===== src/sv/pdfesc_pkg.sv =====
// Package for the PDF literal string escape decoder.
// Holds character codes, the decode mode type and the structs shared by the core,
// the output queue and the top level. No dependencies.
package pdfesc_pkg;

    // Characters that the decoder looks for
    localparam logic [7:0] CH_BACKSL = 8'h5C;
    localparam logic [7:0] CH_R      = 8'h72;
    localparam logic [7:0] CH_N      = 8'h6E;
    localparam logic [7:0] CH_F      = 8'h66;
    localparam logic [7:0] CH_B      = 8'h62;
    localparam logic [7:0] CH_T      = 8'h74;
    localparam logic [4:0] OCTAL_HI  = 5'b00110;    // '0'..'7' share these upper bits

    // Control bytes produced by the letter escapes
    localparam logic [7:0] CTL_CR = 8'h0D;
    localparam logic [7:0] CTL_LF = 8'h0A;
    localparam logic [7:0] CTL_FF = 8'h0C;
    localparam logic [7:0] CTL_BS = 8'h08;
    localparam logic [7:0] CTL_HT = 8'h09;

    localparam logic [1:0] OCT_DIGITS_MAX = 2'd3;

    // Output queue geometry: room for two results per item plus slack
    localparam int QDEPTH = 4;
    localparam int QPTR_W = 2;
    localparam int QCNT_W = 3;
    localparam logic [QCNT_W-1:0] QROOM_LIMIT = 3'd2;   // accept while count <= this

    // Number of results an item produces
    localparam logic [1:0] NRES_NONE = 2'd0;
    localparam logic [1:0] NRES_ONE  = 2'd1;
    localparam logic [1:0] NRES_TWO  = 2'd2;

    typedef enum logic [1:0] {
        MODE_TEXT  = 2'd0,
        MODE_ESC   = 2'd1,
        MODE_OCTAL = 2'd2
    } mode_t;

    // Results of one item, in order: entry 0 first
    typedef struct packed {
        logic [1:0] n;
        logic [7:0] byte0;
        logic       last0;
        logic [7:0] byte1;
        logic       last1;
    } push_t;

    typedef struct packed {
        logic [QCNT_W-1:0] count;
        logic              has_room;
    } qstat_t;

    function automatic logic is_octal(input logic [7:0] c);
        return c[7:3] == OCTAL_HI;
    endfunction

    function automatic logic [7:0] map_escape(input logic [7:0] c);
        logic [7:0] r;
        unique case (c)
            CH_R:    r = CTL_CR;
            CH_N:    r = CTL_LF;
            CH_F:    r = CTL_FF;
            CH_B:    r = CTL_BS;
            CH_T:    r = CTL_HT;
            default: r = c;
        endcase
        return r;
    endfunction

endpackage


===== src/sv/pdfesc_if.sv =====
// Stream interfaces for the escape decoder: raw input bytes and decoded output bytes.
// Valid/ready handshake; no dependencies.
interface pdfesc_in_if;
    logic       valid;
    logic       ready;
    logic [7:0] in_byte;
    logic       in_last;

    modport source (output valid, in_byte, in_last, input ready);
    modport sink   (input valid, in_byte, in_last, output ready);
endinterface

interface pdfesc_out_if;
    logic       valid;
    logic       ready;
    logic [7:0] out_byte;
    logic       out_last;

    modport source (output valid, out_byte, out_last, input ready);
    modport sink   (input valid, out_byte, out_last, output ready);
endinterface


===== src/sv/pdfesc_top.sv =====
// Top level of the PDF literal string escape decoder.
// Depends on pdfesc_pkg, pdfesc_if, pdfesc_core and pdfesc_outq.
//
//  channel     dir  fields               handshake
//  ---------   ---  -------------------  ----------------------------------
//  in_stream   in   in_byte, in_last     valid/ready, item taken on both high
//  out_stream  out  out_byte, out_last   valid/ready, item taken on both high
//
// One raw byte is accepted per cycle while the queue has room. Each byte is decoded
// in the same cycle it is accepted and yields zero, one or two result items, which
// land in a four-entry output queue, leaving one per cycle while out_stream is ready.
// in_stream.ready is high while the queue holds two or fewer items, so a
// stalled consumer backs up into the input after the queue fills.
// Reset (rst_n, async, active low) returns to text mode and empties the queue.
module pdf_literal_escape_decoder_top (
    input  logic          clk,
    input  logic          rst_n,
    pdfesc_in_if.sink     in_stream,
    pdfesc_out_if.source  out_stream
);
    import pdfesc_pkg::*;

    logic   in_fire;
    logic   out_fire;
    push_t  push;
    qstat_t qstat;

    // An item is taken whenever the queue can absorb the worst case of two results
    assign in_stream.ready = qstat.has_room;
    assign in_fire         = in_stream.valid && in_stream.ready;
    assign out_fire        = out_stream.valid && out_stream.ready;

    // Decode: mode, pending octal value and digit count live here
    pdfesc_core u_core (
        .clk     (clk),
        .rst_n   (rst_n),
        .fire    (in_fire),
        .in_byte (in_stream.in_byte),
        .in_last (in_stream.in_last),
        .push    (push)
    );

    // Result queue: parts the input handshake from the output handshake
    pdfesc_outq u_outq (
        .clk       (clk),
        .rst_n     (rst_n),
        .push      (push),
        .pop       (out_fire),
        .out_valid (out_stream.valid),
        .out_byte  (out_stream.out_byte),
        .out_last  (out_stream.out_last),
        .stat      (qstat)
    );

    // An item never produces more than two results
    a_push_max: assert property (@(posedge clk) disable iff (!rst_n)
        push.n != 2'd3)
        else $error("decoder produced more than two results");

    // Queue occupancy stays within its depth
    a_count_bound: assert property (@(posedge clk) disable iff (!rst_n)
        qstat.count <= QCNT_W'(QDEPTH))
        else $error("output queue overflow");

    // Results pushed by an accepted item are visible next cycle
    a_push_shows: assert property (@(posedge clk) disable iff (!rst_n)
        (push.n != NRES_NONE) |=> out_stream.valid)
        else $error("pushed result not presented");

    // Output valid only drops after the last queued item was taken
    a_valid_drop: assert property (@(posedge clk) disable iff (!rst_n)
        $fell(out_stream.valid) |-> $past(out_fire))
        else $error("output valid dropped without a transfer");

endmodule


===== src/sv/pdfesc_core.sv =====
// Escape decode core: mode / octal registers and the per-byte decode logic.
// Depends on pdfesc_pkg.
module pdfesc_core (
    input  logic                clk,
    input  logic                rst_n,
    input  logic                fire,
    input  logic [7:0]          in_byte,
    input  logic                in_last,
    output pdfesc_pkg::push_t   push
);
    import pdfesc_pkg::*;

    mode_t      mode_reg, mode_next;
    logic [7:0] oct_val_reg, oct_val_next;
    logic [1:0] oct_cnt_reg, oct_cnt_next;
    push_t      res;
    logic [7:0] oct_acc;
    logic [1:0] oct_inc;

    always_comb
    begin
        res          = '0;
        mode_next    = mode_reg;
        oct_val_next = oct_val_reg;
        oct_cnt_next = oct_cnt_reg;
        oct_acc      = {oct_val_reg[4:0], in_byte[2:0]};
        oct_inc      = oct_cnt_reg + 2'd1;

        unique case (mode_reg)
            MODE_ESC:
            begin
                if (is_octal(in_byte))
                begin
                    if (in_last)
                    begin
                        res.n        = NRES_ONE;
                        res.byte0    = {5'd0, in_byte[2:0]};
                        res.last0    = 1'b1;
                        mode_next    = MODE_TEXT;
                        oct_val_next = '0;
                        oct_cnt_next = '0;
                    end
                    else
                    begin
                        mode_next    = MODE_OCTAL;
                        oct_val_next = {5'd0, in_byte[2:0]};
                        oct_cnt_next = 2'd1;
                    end
                end
                else
                begin
                    // delimiters and unknown bytes map to themselves
                    res.n     = NRES_ONE;
                    res.byte0 = map_escape(in_byte);
                    res.last0 = in_last;
                    mode_next = MODE_TEXT;
                end
            end
            MODE_OCTAL:
            begin
                if (is_octal(in_byte))
                begin
                    if (oct_inc == OCT_DIGITS_MAX || in_last)
                    begin
                        res.n        = NRES_ONE;
                        res.byte0    = oct_acc;
                        res.last0    = in_last;
                        mode_next    = MODE_TEXT;
                        oct_val_next = '0;
                        oct_cnt_next = '0;
                    end
                    else
                    begin
                        oct_val_next = oct_acc;
                        oct_cnt_next = oct_inc;
                    end
                end
                else
                begin
                    // flush pending value, then treat the byte as plain text
                    res.byte0    = oct_val_reg;
                    res.last0    = 1'b0;
                    oct_val_next = '0;
                    oct_cnt_next = '0;
                    if (in_byte == CH_BACKSL && !in_last)
                    begin
                        res.n     = NRES_ONE;
                        mode_next = MODE_ESC;
                    end
                    else
                    begin
                        res.n     = NRES_TWO;
                        res.byte1 = in_byte;
                        res.last1 = in_last;
                        mode_next = MODE_TEXT;
                    end
                end
            end
            default:
            begin
                // text mode; unused code behaves the same
                if (in_byte == CH_BACKSL && !in_last)
                    mode_next = MODE_ESC;
                else
                begin
                    res.n     = NRES_ONE;
                    res.byte0 = in_byte;
                    res.last0 = in_last;
                    mode_next = MODE_TEXT;
                end
            end
        endcase
    end

    always_comb
    begin
        push   = res;
        push.n = fire ? res.n : NRES_NONE;
    end

    always_ff @(posedge clk or negedge rst_n)
    begin
        if (!rst_n)
        begin
            mode_reg    <= MODE_TEXT;
            oct_val_reg <= '0;
            oct_cnt_reg <= '0;
        end
        else if (fire)
        begin
            mode_reg    <= mode_next;
            oct_val_reg <= oct_val_next;
            oct_cnt_reg <= oct_cnt_next;
        end
    end

endmodule


===== src/sv/pdfesc_outq.sv =====
// Output queue: four registers written up to two at a time, drained one per cycle on pop.
// Depends on pdfesc_pkg.
module pdfesc_outq (
    input  logic               clk,
    input  logic               rst_n,
    input  pdfesc_pkg::push_t  push,
    input  logic               pop,
    output logic               out_valid,
    output logic [7:0]         out_byte,
    output logic               out_last,
    output pdfesc_pkg::qstat_t stat
);
    import pdfesc_pkg::*;

    logic [8:0]        mem_reg [QDEPTH];
    logic [QPTR_W-1:0] wr_ptr_reg, wr_ptr_next;
    logic [QPTR_W-1:0] rd_ptr_reg, rd_ptr_next;
    logic [QCNT_W-1:0] count_reg, count_next;
    logic [QPTR_W-1:0] wr_ptr_2nd;

    assign wr_ptr_2nd  = wr_ptr_reg + QPTR_W'(1);
    assign wr_ptr_next = wr_ptr_reg + push.n;
    assign rd_ptr_next = rd_ptr_reg + QPTR_W'(pop);
    assign count_next  = count_reg + QCNT_W'(push.n) - QCNT_W'(pop);

    assign out_valid     = count_reg != '0;
    assign {out_byte, out_last} = mem_reg[rd_ptr_reg];
    assign stat.count    = count_reg;
    assign stat.has_room = count_reg <= QROOM_LIMIT;

    always_ff @(posedge clk)
    begin
        if (push.n != NRES_NONE)
            mem_reg[wr_ptr_reg] <= {push.byte0, push.last0};
        if (push.n == NRES_TWO)
            mem_reg[wr_ptr_2nd] <= {push.byte1, push.last1};
    end

    always_ff @(posedge clk or negedge rst_n)
    begin
        if (!rst_n)
        begin
            wr_ptr_reg <= '0;
            rd_ptr_reg <= '0;
            count_reg  <= '0;
        end
        else
        begin
            wr_ptr_reg <= wr_ptr_next;
            rd_ptr_reg <= rd_ptr_next;
            count_reg  <= count_next;
        end
    end

endmodule


===== src/flat_wrapper.sv =====
// flat-port wrapper written by rule: the top's interface ports become plain ports
module pdf_literal_escape_decoder_top_flat import pdfesc_pkg::*;
  (clk, rst_n, in_stream_valid, in_stream_in_byte, in_stream_in_last, in_stream_ready, out_stream_valid, out_stream_out_byte, out_stream_out_last, out_stream_ready);
  pdfesc_in_if in_stream_i ();
  pdfesc_out_if out_stream_i ();
  input  logic clk;
  input  logic rst_n;
  input wire logic [$bits(in_stream_i.valid)-1:0] in_stream_valid;
  input wire logic [$bits(in_stream_i.in_byte)-1:0] in_stream_in_byte;
  input wire logic [$bits(in_stream_i.in_last)-1:0] in_stream_in_last;
  output wire logic [$bits(in_stream_i.ready)-1:0] in_stream_ready;
  output wire logic [$bits(out_stream_i.valid)-1:0] out_stream_valid;
  output wire logic [$bits(out_stream_i.out_byte)-1:0] out_stream_out_byte;
  output wire logic [$bits(out_stream_i.out_last)-1:0] out_stream_out_last;
  input wire logic [$bits(out_stream_i.ready)-1:0] out_stream_ready;
  assign in_stream_i.valid = in_stream_valid;
  assign in_stream_i.in_byte = in_stream_in_byte;
  assign in_stream_i.in_last = in_stream_in_last;
  assign in_stream_ready = in_stream_i.ready;
  assign out_stream_valid = out_stream_i.valid;
  assign out_stream_out_byte = out_stream_i.out_byte;
  assign out_stream_out_last = out_stream_i.out_last;
  assign out_stream_i.ready = out_stream_ready;
  pdf_literal_escape_decoder_top u_core (.clk(clk), .rst_n(rst_n), .in_stream(in_stream_i), .out_stream(out_stream_i));
endmodule

===== config.mk =====
export PLATFORM = sky130hd
export DESIGN_NAME = pdf_literal_escape_decoder_top_flat
export DESIGN_NICKNAME = d
export VERILOG_FILES = /design/src/sv/pdfesc_pkg.sv /design/src/sv/pdfesc_if.sv /design/src/sv/pdfesc_top.sv /design/src/sv/pdfesc_core.sv /design/src/sv/pdfesc_outq.sv /design/src/flat_wrapper.sv
export SDC_FILE = /design/constraint.sdc
export NUM_CORES = 1
export LEC_CHECK = 0
export BUFFER_PORTS_ARGS = -buffer_cell sky130_fd_sc_hd__buf_2
export CAP_MARGIN = 20
export CORE_MARGIN = 1.5
export CORE_UTILIZATION = 61
export CTS_BUF_LIST = sky130_fd_sc_hd__clkbuf_4 sky130_fd_sc_hd__clkbuf_8 sky130_fd_sc_hd__clkbuf_16
export CTS_CLUSTER_DIAMETER = 40
export DETAILED_ROUTE_END_ITERATION = 12
export PLACE_DENSITY = 0.89
export SYNTH_ARGS = -nofsm -noshare
export SYNTH_HDL_FRONTEND = slang
export SYNTH_HIERARCHICAL = 1
export SYNTH_SLANG_ARGS = --single-unit

===== constraint.sdc =====
create_clock -name clk -period 4.54 [get_ports clk]
set_input_delay 0 -clock clk [delete_from_list [all_inputs] [get_ports clk]]
set_output_delay 0 -clock clk [all_outputs]
set_load 0.01 [all_outputs]

==> results of run 1 <==
[worst min path at each step]
stage	startpoint	endpoint	cells after the start
6_report	in_stream_in_byte[1]	u_core/u_core/oct_val_reg[1]	3
5_1_grt	in_stream_in_byte[1]	u_core/u_core/oct_val_reg[1]	3
4_1_cts	in_stream_in_byte[1]	u_core/u_core/oct_val_reg[1]	3
3_5_place_dp	rst_n	u_core/u_core/oct_cnt_reg[1]	1
3_3_place_gp	rst_n	u_core/u_core/oct_cnt_reg[1]	1
2_1_floorplan	rst_n	u_core/u_core/mode_reg[0]	0
[cells by family (layout without fill, tap and decap cells)]
family | after synthesis | count (layout) | synth area share
xor gates and xnor gates | 6 | 6 | 0.01505
DFF | 55 | 55 | 0.4457
muxes | 58 | 58 | 0.2171
buffers and inverters | 41 | 57 | 0.05482
and+or+nand+nor | 72 | 72 | 0.1379
AOI/OAI and AO/OA | 48 | 48 | 0.09495
adders and majority gates | 9 | 9 | 0.03440
[power groups by stage]
| stage | sequential [W] | clock (W) | combinational, W |
|---|---|---|---|
| after global placement | 0.000757 | 0 | 0.000444 |
| final | 0.000755 | 0.000274 | 0.000462 |
| after floorplan | 0.000687 | 0 | 0.000402 |
| after detailed placement | 0.000765 | 0 | 0.000466 |
| after global routing | 0.000770 | 0.000297 | 0.000508 |
| after CTS | 0.000754 | 0.000278 | 0.000469 |
[placed cells by master (no fill, tap or decap), types with 6 or more instances in the layout]
cell type / count
sky130_fd_sc_hd__a21oi_1: 7
sky130_fd_sc_hd__and2_1: 6
sky130_fd_sc_hd__buf_2: 23
sky130_fd_sc_hd__dfrtp_1: 19
sky130_fd_sc_hd__edfxtp_1: 36
sky130_fd_sc_hd__ha_1: 8
sky130_fd_sc_hd__inv_1: 19
sky130_fd_sc_hd__mux2_2: 36
sky130_fd_sc_hd__mux2i_1: 9
sky130_fd_sc_hd__mux4_2: 9
sky130_fd_sc_hd__nand2_1: 9
sky130_fd_sc_hd__nor2_1: 13
sky130_fd_sc_hd__nor4_1: 6
sky130_fd_sc_hd__o21ai_0: 7
[layout make-up]
class / count / area (µm²)
multi-input cells: 193 / 1744
clock buffers: 6 / 76.32
clock inverters: 2 / 12.51
fillers: 396 / 1783
well taps: 72 / 90.09
repair buffers: 30 / 172.7
inverters: 19 / 71.32
flip-flops and latches: 55 / 1556
[through the flow]
stage / area, µm² / hold WS (ps) / setup WS [ps]
global placement: 3615 / -43.88 / 1272
CTS: 3724 / 41.94 / 1074
detailed placement: 3615 / -33.26 / 1106
finish: 3724 / 55.54 / 1007
global route: 3724 / 63.46 / 643.8
floorplan: 3492 / -295.6 / 1227
[per-layer routing]
metal  wire, µm  share of wire  vias to the layer above  GRT usage
met3        479          0.065                       10    0.03837
met4         98          0.013                        0    0.07500
li1           -              -                     1126          -
met5          0              0                        -          0
met1       3132           0.42                     1251     0.3505
met2       3699           0.50                      109     0.4284
[repair_timing]
action / 4_1_cts / 5_1_grt
gates resized for setup: 0 / 0
endpoints found under the setup margin: 0 / 0
endpoints found under the hold margin: 20 / 0
hold buffers: 2 / 0
[worst reg2reg max path: stages (launching register included)]
cell,delay [ps]
sky130_fd_sc_hd__dfrtp_1,390
sky130_fd_sc_hd__inv_1,80
sky130_fd_sc_hd__ha_1,580
sky130_fd_sc_hd__o21ai_0,470
sky130_fd_sc_hd__nor3_1,300
sky130_fd_sc_hd__a31oi_1,70
sky130_fd_sc_hd__a221oi_1,290
sky130_fd_sc_hd__buf_4,220
sky130_fd_sc_hd__mux2i_1,100
sky130_fd_sc_hd__nor2_1,660
==> results.py, run 1 <==
metrics = {
    "floorplan": {
        "total_die_area_mm2": 0.006187,
        "die_width_um": 78.66,
        "rows": 27,
        "placeableCoreArea_mm2": 0.005507,
        "dieHeight_um": 78.66,
        "top_level_ports": 24,
        "initial_core_util": 0.6342,
    },
    "power": {
        "intPower_w": 0.0009931,
        "pwr-share-clk": 0.184,
        "switchingPower_w": 0.0004984,
        "totalPowerFinal_w": 0.001492,
        "pwr-share-seq": 0.506,
        "power.leakage_nw": 1.470,
        "vdd_drop_max_mv": 0.2583,
        "switching_share_of_power": 0.3342,
        "powerDensity_mw_per_mm2": 400.6,
        "power.share.combinational": 0.310,
    },
    "yosys": {
        "synthCells": 289,
        "warnings_from_yosys": 6,
        "synthesis.area_per_instance_um2": 12.08,
        "synth_top_cells_by_count": "sky130_fd_sc_hd__edfxtp_1, sky130_fd_sc_hd__mux2_2, sky130_fd_sc_hd__dfrtp_1, sky130_fd_sc_hd__inv_1, sky130_fd_sc_hd__nor2_1",
        "syn-num-nets": 311,
        "synth_area_leaders": "sky130_fd_sc_hd__edfxtp_1, sky130_fd_sc_hd__dfrtp_1, sky130_fd_sc_hd__mux2_2",
        "register_area_share_after_synthesis": 0.4457,
        "synth.top_cell.area_share": 0.3096,
        "synth_enable_flop_cells": 36,
        "ys_ff_latch": 55,
        "postSynth.asyncResetShare": 0.3455,
        "post_synth_instance_area_mm2": 0.003492,
        "netlist-cell-type-count": 65,
        "synth-main-ff-cell": "sky130_fd_sc_hd__edfxtp_1",
        "synth_top_cell_by_area": "sky130_fd_sc_hd__edfxtp_1",
    },
    "setup_path": {
        "critPathLaunchType": "register",
        "setup_crit_end": "u_core/u_outq/mem_reg[1][2]",
        "path_class": "reg2reg",
        "critPathCaptureType": "register",
        "reg2reg_from": "u_core/u_core/mode_reg[0]",
        "rr_worst_depth": 9,
        "worstReg2RegEnd": "u_core/u_outq/mem_reg[1][2]",
        "worst_path_max_delay_cell": "sky130_fd_sc_hd__nor2_1",
        "cell_chain_of_the_critical_path": "inv_1 > ha_1 > o21ai_0 > nor3_1 > a31oi_1 > a221oi_1 > buf_4 > mux2i_1 > nor2_1",
        "ff2ff_setup_slack_ps": 1010,
        "crit_path_buf_inv_count": 2,
        "cp-startpoint": "u_core/u_core/mode_reg[0]",
        "critPathMaxFanout": 21,
        "max_stage_delay_ps": 660,
        "worstSetupPathDepth": 9,
        "cpLargestDelayFamily": "simple AND/OR/NAND/NOR gates",
        "critical_path_required_ps": 4490,
        "timing.critical_path.arrival_ps": 3480,
    },
    "global_route": {
        "grt_util_all_layers": 0.2576,
        "grt_antenna_before_repair": 0,
        "grt_start_max_net_pins": 22,
        "first_global_vias": 2392,
        "grt_pass1_wl_um": 12170,
        "globalRoute.totalOverflow": 0,
    },
    "place": {
        "placement.io_buffers": 23,
        "dp.cells": 367,
        "dp_hpwl_um": 5346,
        "place.gp.congestion": 0.9027,
    },
    "finish": {
        "finalCoreUtilization": 0.6762,
        "area_delta_synth_final_pct": 6.628,
        "finish.net_count": 326,
        "largest_reg_flops": 36,
        "post_route_cells_drive_above_1_share": 0.3049,
        "finish.cell_count_without_fillers": 377,
        "antennaDiodeCount": 0,
    },
    "timing": {
        "rsz0062_at_grt": "false",
        "final.period_utilization": 0.7781,
        "timing.fmax_mhz": 283.1,
        "slew_viol_final": 0,
        "clock-skew-final_ps": 5.596,
        "setup-tns-final_ps": 0,
        "report.final.setup_viol": 0,
        "period_minus_slack_ps": 3533,
        "timing.max_slew.rel_slack": 0.3294,
        "hold_violation_total_from_the_final_report": 0,
        "max_slew.worst_pin.slew_ps": 993.3,
    },
    "flow_run": {
        "cap_violations": 0,
    },
    "clocking": {
        "post-cts-setup-buffers": 0,
        "clk_path_buf_depth": 2,
        "cts_max_level": 2,
        "clk_latency_ps": 310,
        "cts_tree": "done",
        "cts_sinks": 55,
        "cts_made_buffers": 5,
        "cts_root_buf": "sky130_fd_sc_hd__clkbuf_8",
        "clkSlewWorstSetupHoldPaths_ps": 100,
    },
    "route": {
        "wire_per_inst_um": 19.65,
        "drc_violation_total_after_the_first_tritonroute_iteration": 252,
        "residual_antenna_violating_net_count_after_detailed_routing": 0,
        "first_pass_iters": 5,
        "vias": 2496,
        "post-route-drc-count": 0,
        "finalWirelength_um": 7409,
        "avgViaCountPerCell": 6.621,
    },
    "outcome": {
        "result_of_the_run": "complete, no violations",
    },
    "min_path": {
        "timing.hold.worst.class": "in2reg",
    },
}
Note: power is estimated with default switching activity, not from simulation.
==> inputs of run 2 (changes only) <==
Clock period 4.54 ns to 3.56 ns, I/O delays scaled along.
==> run 2 against run 1 <==
Against the previous run: power rose by 32%; worst setup slack lost 450 ps; critical endpoint is now u_core/u_outq/mem_reg[1][3]; largest cell class unchanged; sequential power rose by 27%; hold slack improved by 0.65 ps; largest power group unchanged; clock skew decreased by 2.7 ps; combinational power rose by 27%; non-clock buffer count is 3 higher.
==> results.py, run 2 (synthesized netlist as in run 1, its figures left out) <==
metrics = {
    "outcome": {
        "result_of_the_run": "complete, no violations",
    },
    "timing": {
        "timing.max_slew.rel_slack": 0.3906,
        "slew_viol_final": 0,
        "hold_violation_total_from_the_final_report": 0,
        "final.hold.worst_slack_ps": 56.19,
        "clock-skew-final_ps": 2.856,
        "rsz0062_at_grt": "false",
        "period_minus_slack_ps": 2998,
        "setup-tns-final_ps": 0,
        "timing.fmax_mhz": 333.5,
        "max_slew.worst_pin.slew_ps": 902.7,
        "report.final.setup_viol": 0,
        "final.period_utilization": 0.8422,
    },
    "setup_path": {
        "timing.critical_path.arrival_ps": 2940,
        "path_class": "reg2reg",
        "max_stage_delay_ps": 660,
        "cpLargestDelayFamily": "compound AO/OA/AOI/OAI gates",
        "critPathCaptureType": "register",
        "critPathLaunchType": "register",
        "crit_path_buf_inv_count": 2,
        "critical_path_required_ps": 3500,
        "critPathMaxFanout": 10,
        "critical-path-top-cell-by-count": "sky130_fd_sc_hd__nor2_1",
        "cell_chain_of_the_critical_path": "inv_1 > ha_1 > a21boi_0 > nor2_1 > a221oi_1 > buf_4 > mux2i_1 > nor2_1",
        "worst_path_max_delay_cell": "sky130_fd_sc_hd__nor2_1",
    },
    "power": {
        "pwr-share-clk": 0.214,
        "switching_share_of_power": 0.3185,
        "power.leakage_nw": 1.498,
        "powerDensity_mw_per_mm2": 521.0,
        "totalPowerFinal_w": 0.001965,
        "switchingPower_w": 0.0006258,
        "vdd_drop_max_mv": 0.2311,
        "intPower_w": 0.001339,
        "pwr-share-seq": 0.487,
        "power.share.combinational": 0.299,
    },
    "global_route": {
        "globalRoute.totalOverflow": 0,
        "grt_antenna_before_repair": 0,
        "first_global_vias": 2309,
        "grt_util_all_layers": 0.2437,
        "grt_start_max_net_pins": 21,
        "grt_pass1_wl_um": 11510,
    },
    "flow_run": {
        "cap_violations": 0,
    },
    "finish": {
        "finalCoreUtilization": 0.6848,
        "antennaDiodeCount": 0,
        "largest_reg_flops": 36,
        "reg_area_mm2": 0.001556,
        "commonest_non_fill_non_tap_cells_in_the_layout": "sky130_fd_sc_hd__mux2_2, sky130_fd_sc_hd__edfxtp_1, sky130_fd_sc_hd__buf_2",
        "finish.net_count": 329,
        "post_route_cells_drive_above_1_share": 0.3117,
        "num-fill-cells": 422,
        "multi_input_comb_area_mm2": 0.001744,
        "area_delta_synth_final_pct": 7.990,
    },
    "clocking": {
        "cts_root_buf": "sky130_fd_sc_hd__clkbuf_8",
        "cts_made_buffers": 5,
        "cts_tree": "done",
        "cts_sinks": 55,
        "cts.repair.resized": 0,
        "clk_latency_ps": 300,
        "cts_max_level": 2,
        "clk_path_buf_depth": 2,
        "clkSlewWorstSetupHoldPaths_ps": 100,
    },
    "route": {
        "post-route-drc-count": 0,
        "finalWirelength_um": 7313,
        "avgViaCountPerCell": 6.358,
        "drc_violation_total_after_the_first_tritonroute_iteration": 166,
        "residual_antenna_violating_net_count_after_detailed_routing": 0,
        "wire_per_inst_um": 19.24,
        "vias": 2416,
        "first_pass_iters": 5,
    },
    "floorplan": {
        "dieHeight_um": 78.66,
        "die_width_um": 78.66,
        "top_level_ports": 24,
        "placeableCoreArea_mm2": 0.005507,
        "total_die_area_mm2": 0.006187,
        "initial_core_util": 0.6342,
        "rows": 27,
    },
    "place": {
        "dp_hpwl_um": 5371,
        "place.gp.congestion": 0.9604,
        "placement.io_buffers": 23,
    },
    "min_path": {
        "timing.hold.worst.class": "in2reg",
    },
}
-- run 2: cell count changes in the layout (fill, tap and decap cells not counted) --
cell	change
sky130_fd_sc_hd__buf_4	+3
sky130_fd_sc_hd__bufinv_16	+1
sky130_fd_sc_hd__clkinvlp_2	-1
-- run 2: per-layer routing --
layer / global-route usage / part of all wire / vias to the layer above
li1: - / - / 1135
met1: 0.3218 / 0.44 / 1178
met2: 0.4207 / 0.49 / 93
met3: 0.02907 / 0.047 / 10
met4: 0.07321 / 0.018 / 0
met5: 0 / 0 / -
-- run 2: timing repair --
action / in CTS / in global routing
hold buffers: 2 / 0
hold endpoints to repair: 20 / 0
buffers inserted: 0 / 0
-- run 2: power by group through the flow --
| stage | combinational [W] | sequential [W] | clock, W |
|---|---|---|---|
| 6_report | 0.000587 | 0.000957 | 0.000420 |
| 2_1_floorplan | 0.000513 | 0.000876 | 0 |
| 5_1_grt | 0.000639 | 0.000975 | 0.000450 |
| 3_3_place_gp | 0.000566 | 0.000967 | 0 |
| 3_5_place_dp | 0.000586 | 0.000973 | 0 |
| 4_1_cts | 0.000591 | 0.000959 | 0.000429 |
-- run 2: cell type report --
type / instances / area share
Multi-Input combinational cell: 193 / 0.4625
Sequential cell: 55 / 0.4127
Timing Repair Buffer: 33 / 0.05176
Tap cell: 72 / 0.02389
Clock buffer: 6 / 0.02024
Inverter: 19 / 0.01891
Clock inverter: 2 / 0.009954
-- run 2: worst paths after layout --
kind | to | from | slack [ps] | cells past startpoint
hold / removal | u_core/u_core/oct_val_reg[1] | in_stream_in_byte[1] | 60 | 3
min in group asynchronous | u_core/u_core/oct_val_reg[7] | rst_n | 150 | 2
setup reg to reg | u_core/u_outq/mem_reg[1][3] | u_core/u_core/mode_reg[1] | 560 | 8
setup / recovery | u_core/u_outq/mem_reg[1][3] | u_core/u_core/mode_reg[1] | 560 | 8
hold reg to reg | u_core/u_outq/count_reg[2] | u_core/u_outq/count_reg[2] | 510 | 1
max in group asynchronous | u_core/u_core/oct_val_reg[0] | rst_n | 3110 | 2
-- run 2: per-stage QoR --
| step | instance area [µm²] | std cells | worst slack [ps] |
|---|---|---|---|
| CTS | 3771 | 380 | 520.0 |
| global route | 3771 | 380 | 360.2 |
| finish | 3771 | 380 | 561.9 |
| global placement | 3637 | 370 | 712.7 |
| detailed placement | 3637 | 370 | 557.6 |
| floorplan | 3492 | 289 | 247.5 |
-- run 2: worst reg2reg max path, stage by stage (launching register included) --
cell and delay, ps:
sky130_fd_sc_hd__dfrtp_1 400, sky130_fd_sc_hd__inv_1 80, sky130_fd_sc_hd__ha_1 340, sky130_fd_sc_hd__a21boi_0 480, sky130_fd_sc_hd__nor2_1 80, sky130_fd_sc_hd__a221oi_1 280, sky130_fd_sc_hd__buf_4 220, sky130_fd_sc_hd__mux2i_1 110
sky130_fd_sc_hd__nor2_1 660
==> inputs of run 3 (changes only) <==
Settings changed: CORE_UTILIZATION 61 to 55, PLACE_DENSITY 0.89 to 0.85.
Clock period 3.56 ns to 2.54 ns, I/O delays scaled along.
==> run 3 against run 2 <==
Against the previous run: hold slack worse by 48 ps; fmax up 22%; sequential cell count unchanged; power up 47%; wire length up 11%; combinational power up 60%; critical path depth unchanged; highest routed layer unchanged.
==> results.py, run 3 (synthesized netlist as in run 1, its figures left out) <==
metrics = {
    "finish": {
        "finish.cell_count_without_fillers": 408,
        "num-fill-cells": 434,
        "multi_input_comb_area_mm2": 0.001907,
        "reg_area_mm2": 0.001556,
        "area_delta_synth_final_pct": 18.09,
        "post_route_cells_drive_above_1_share": 0.4294,
        "area_of_all_placed_cells_without_fillers_mm2": 0.004124,
        "largest_reg_flops": 36,
        "finish.net_count": 354,
        "antennaDiodeCount": 0,
        "commonest_non_fill_non_tap_cells_in_the_layout": "sky130_fd_sc_hd__mux2_2, sky130_fd_sc_hd__edfxtp_1, sky130_fd_sc_hd__buf_4",
    },
    "global_route": {
        "grt_util_all_layers": 0.2494,
        "grt_antenna_before_repair": 0,
        "globalRoute.totalOverflow": 0,
        "grt_start_max_net_pins": 20,
        "first_global_vias": 2416,
        "grt_pass1_wl_um": 12640,
    },
    "timing": {
        "setup-tns-final_ps": 0,
        "slew_viol_final": 0,
        "timing.max_slew.rel_slack": 0.4072,
        "hold_violation_total_from_the_final_report": 0,
        "max_slew.worst_pin.slew_ps": 878.0,
        "final.setup.worst_slack_ps": 79.26,
        "timing.fmax_mhz": 406.4,
        "clock-skew-final_ps": 13.36,
        "period_minus_slack_ps": 2461,
        "final.period_utilization": 0.9688,
        "report.final.setup_viol": 0,
    },
    "clocking": {
        "cts_tree": "done",
        "cts_root_buf": "sky130_fd_sc_hd__clkbuf_8",
        "cts_max_level": 2,
        "clkSlewWorstSetupHoldPaths_ps": 100,
        "cts_made_buffers": 5,
        "clk_latency_ps": 310,
        "clk_path_buf_depth": 2,
        "cts_sinks": 55,
    },
    "setup_path": {
        "path_class": "reg2reg",
        "critPathCaptureType": "register",
        "rr_worst_depth": 8,
        "critical_path_required_ps": 2610,
        "timing.critical_path.arrival_ps": 2530,
        "reg2reg_from": "u_core/u_outq/count_reg[1]",
        "critPathLaunchType": "register",
        "critPathMaxFanout": 9,
        "cp-startpoint": "u_core/u_outq/count_reg[1]",
    },
    "power": {
        "totalPowerFinal_w": 0.002892,
        "vdd_drop_max_mv": 0.4212,
        "power.leakage_nw": 1.653,
        "powerDensity_mw_per_mm2": 701.3,
    },
    "route": {
        "finalWirelength_um": 8085,
        "avgViaCountPerCell": 6.333,
        "residual_antenna_violating_net_count_after_detailed_routing": 0,
        "drc_violation_total_after_the_first_tritonroute_iteration": 254,
        "wire_per_inst_um": 19.82,
        "post-route-drc-count": 0,
        "first_pass_iters": 5,
        "vias": 2584,
    },
    "floorplan": {
        "rows": 28,
        "dieHeight_um": 82.68,
        "top_level_ports": 24,
        "die_width_um": 82.68,
        "initial_core_util": 0.5795,
        "placeableCoreArea_mm2": 0.006026,
        "total_die_area_mm2": 0.006836,
    },
    "flow_run": {
        "cap_violations": 0,
    },
    "min_path": {
        "worst_hold_start": "in_stream_in_byte[0]",
        "timing.hold.worst.class": "in2reg",
        "holdPathStages": 3,
    },
    "place": {
        "placement.io_buffers": 23,
        "dp_hpwl_um": 5816,
        "postPlaceCellArea_mm2": 0.003841,
        "place.gp.congestion": 0.9725,
        "dp.cells": 394,
        "preCtsSetupSlack_ps": -64.88,
    },
    "outcome": {
        "result_of_the_run": "complete, no violations",
    },
}
==> run 3: changes by cell type in the layout (fill, tap and decap cells not counted), sizes merged <==
cell	previous run	this run
dlygate4sd3	2	1
buf	31	57
==> run 3: final cells by class <==
class | count | area share
inverter | 19 | 0.01729
clock inverter | 2 | 0.009102
sequential | 55 | 0.3774
tap | 75 | 0.02275
timing repair buffer | 58 | 0.09254
clock buffer | 6 | 0.01851
multi-input combinational | 193 | 0.4624
==> run 3: where the power goes <==
part	internal [W]	leakage, nW	switching [W]
Sequential	0.00115	0.554	0.000217
Clock	0.000305	0.0548	0.000282
Combinational	0.000488	1.04	0.000452
==> run 3: worst max-delay path: stages, from the launching register on <==
cell                       delay [ps]
sky130_fd_sc_hd__dfrtp_1          400
sky130_fd_sc_hd__a21oi_1          200
sky130_fd_sc_hd__and2_4           190
sky130_fd_sc_hd__inv_1             70
sky130_fd_sc_hd__nor4_2           240
sky130_fd_sc_hd__buf_4            190
sky130_fd_sc_hd__nor4bb_2         330
sky130_fd_sc_hd__buf_4            250
sky130_fd_sc_hd__mux2_2           360
==> run 3: path summary, 6_finish.rpt <==
kind	slack [ps]	end
min in group asynchronous	160	u_core/u_outq/wr_ptr_reg[1]
worst max-delay path	80	u_core/u_outq/mem_reg[2][7]
worst min-delay path	8	u_core/u_core/oct_val_reg[0]
worst max register to register	80	u_core/u_outq/mem_reg[2][7]
max in group asynchronous	2070	u_core/u_outq/wr_ptr_reg[0]
worst min register to register	490	u_core/u_outq/count_reg[2]
==> run 3: per-layer routing <==
metal  vias to the layer above  wire length [µm]  track usage
li1                       1184                 -            -
met1                      1256              3303       0.3261
met2                       124              4090       0.4203
met3                        20               538      0.05165
met4                         0               153      0.06667
met5                         -                 0            0
==> run 3: per-stage QoR <==
stage	hold slack (ps)	util
2_1_floorplan	-295.6	-
3_3_place_gp	-42.14	0.6375
3_5_place_dp	-33.25	0.6375
4_1_cts	15.94	0.6615
5_1_grt	17.79	0.6844
6_report	7.916	0.6844
==> run 3: what timing repair did <==
item                                   in CTS  in global routing
resized for setup                           4                 22
endpoints found under the hold margin      19                  0
hold buffers                                1                  0
setup buffers                               0                  4
setup endpoints to repair                  19                 64
cloned                                      0                  1
pin swaps                                   0                  6
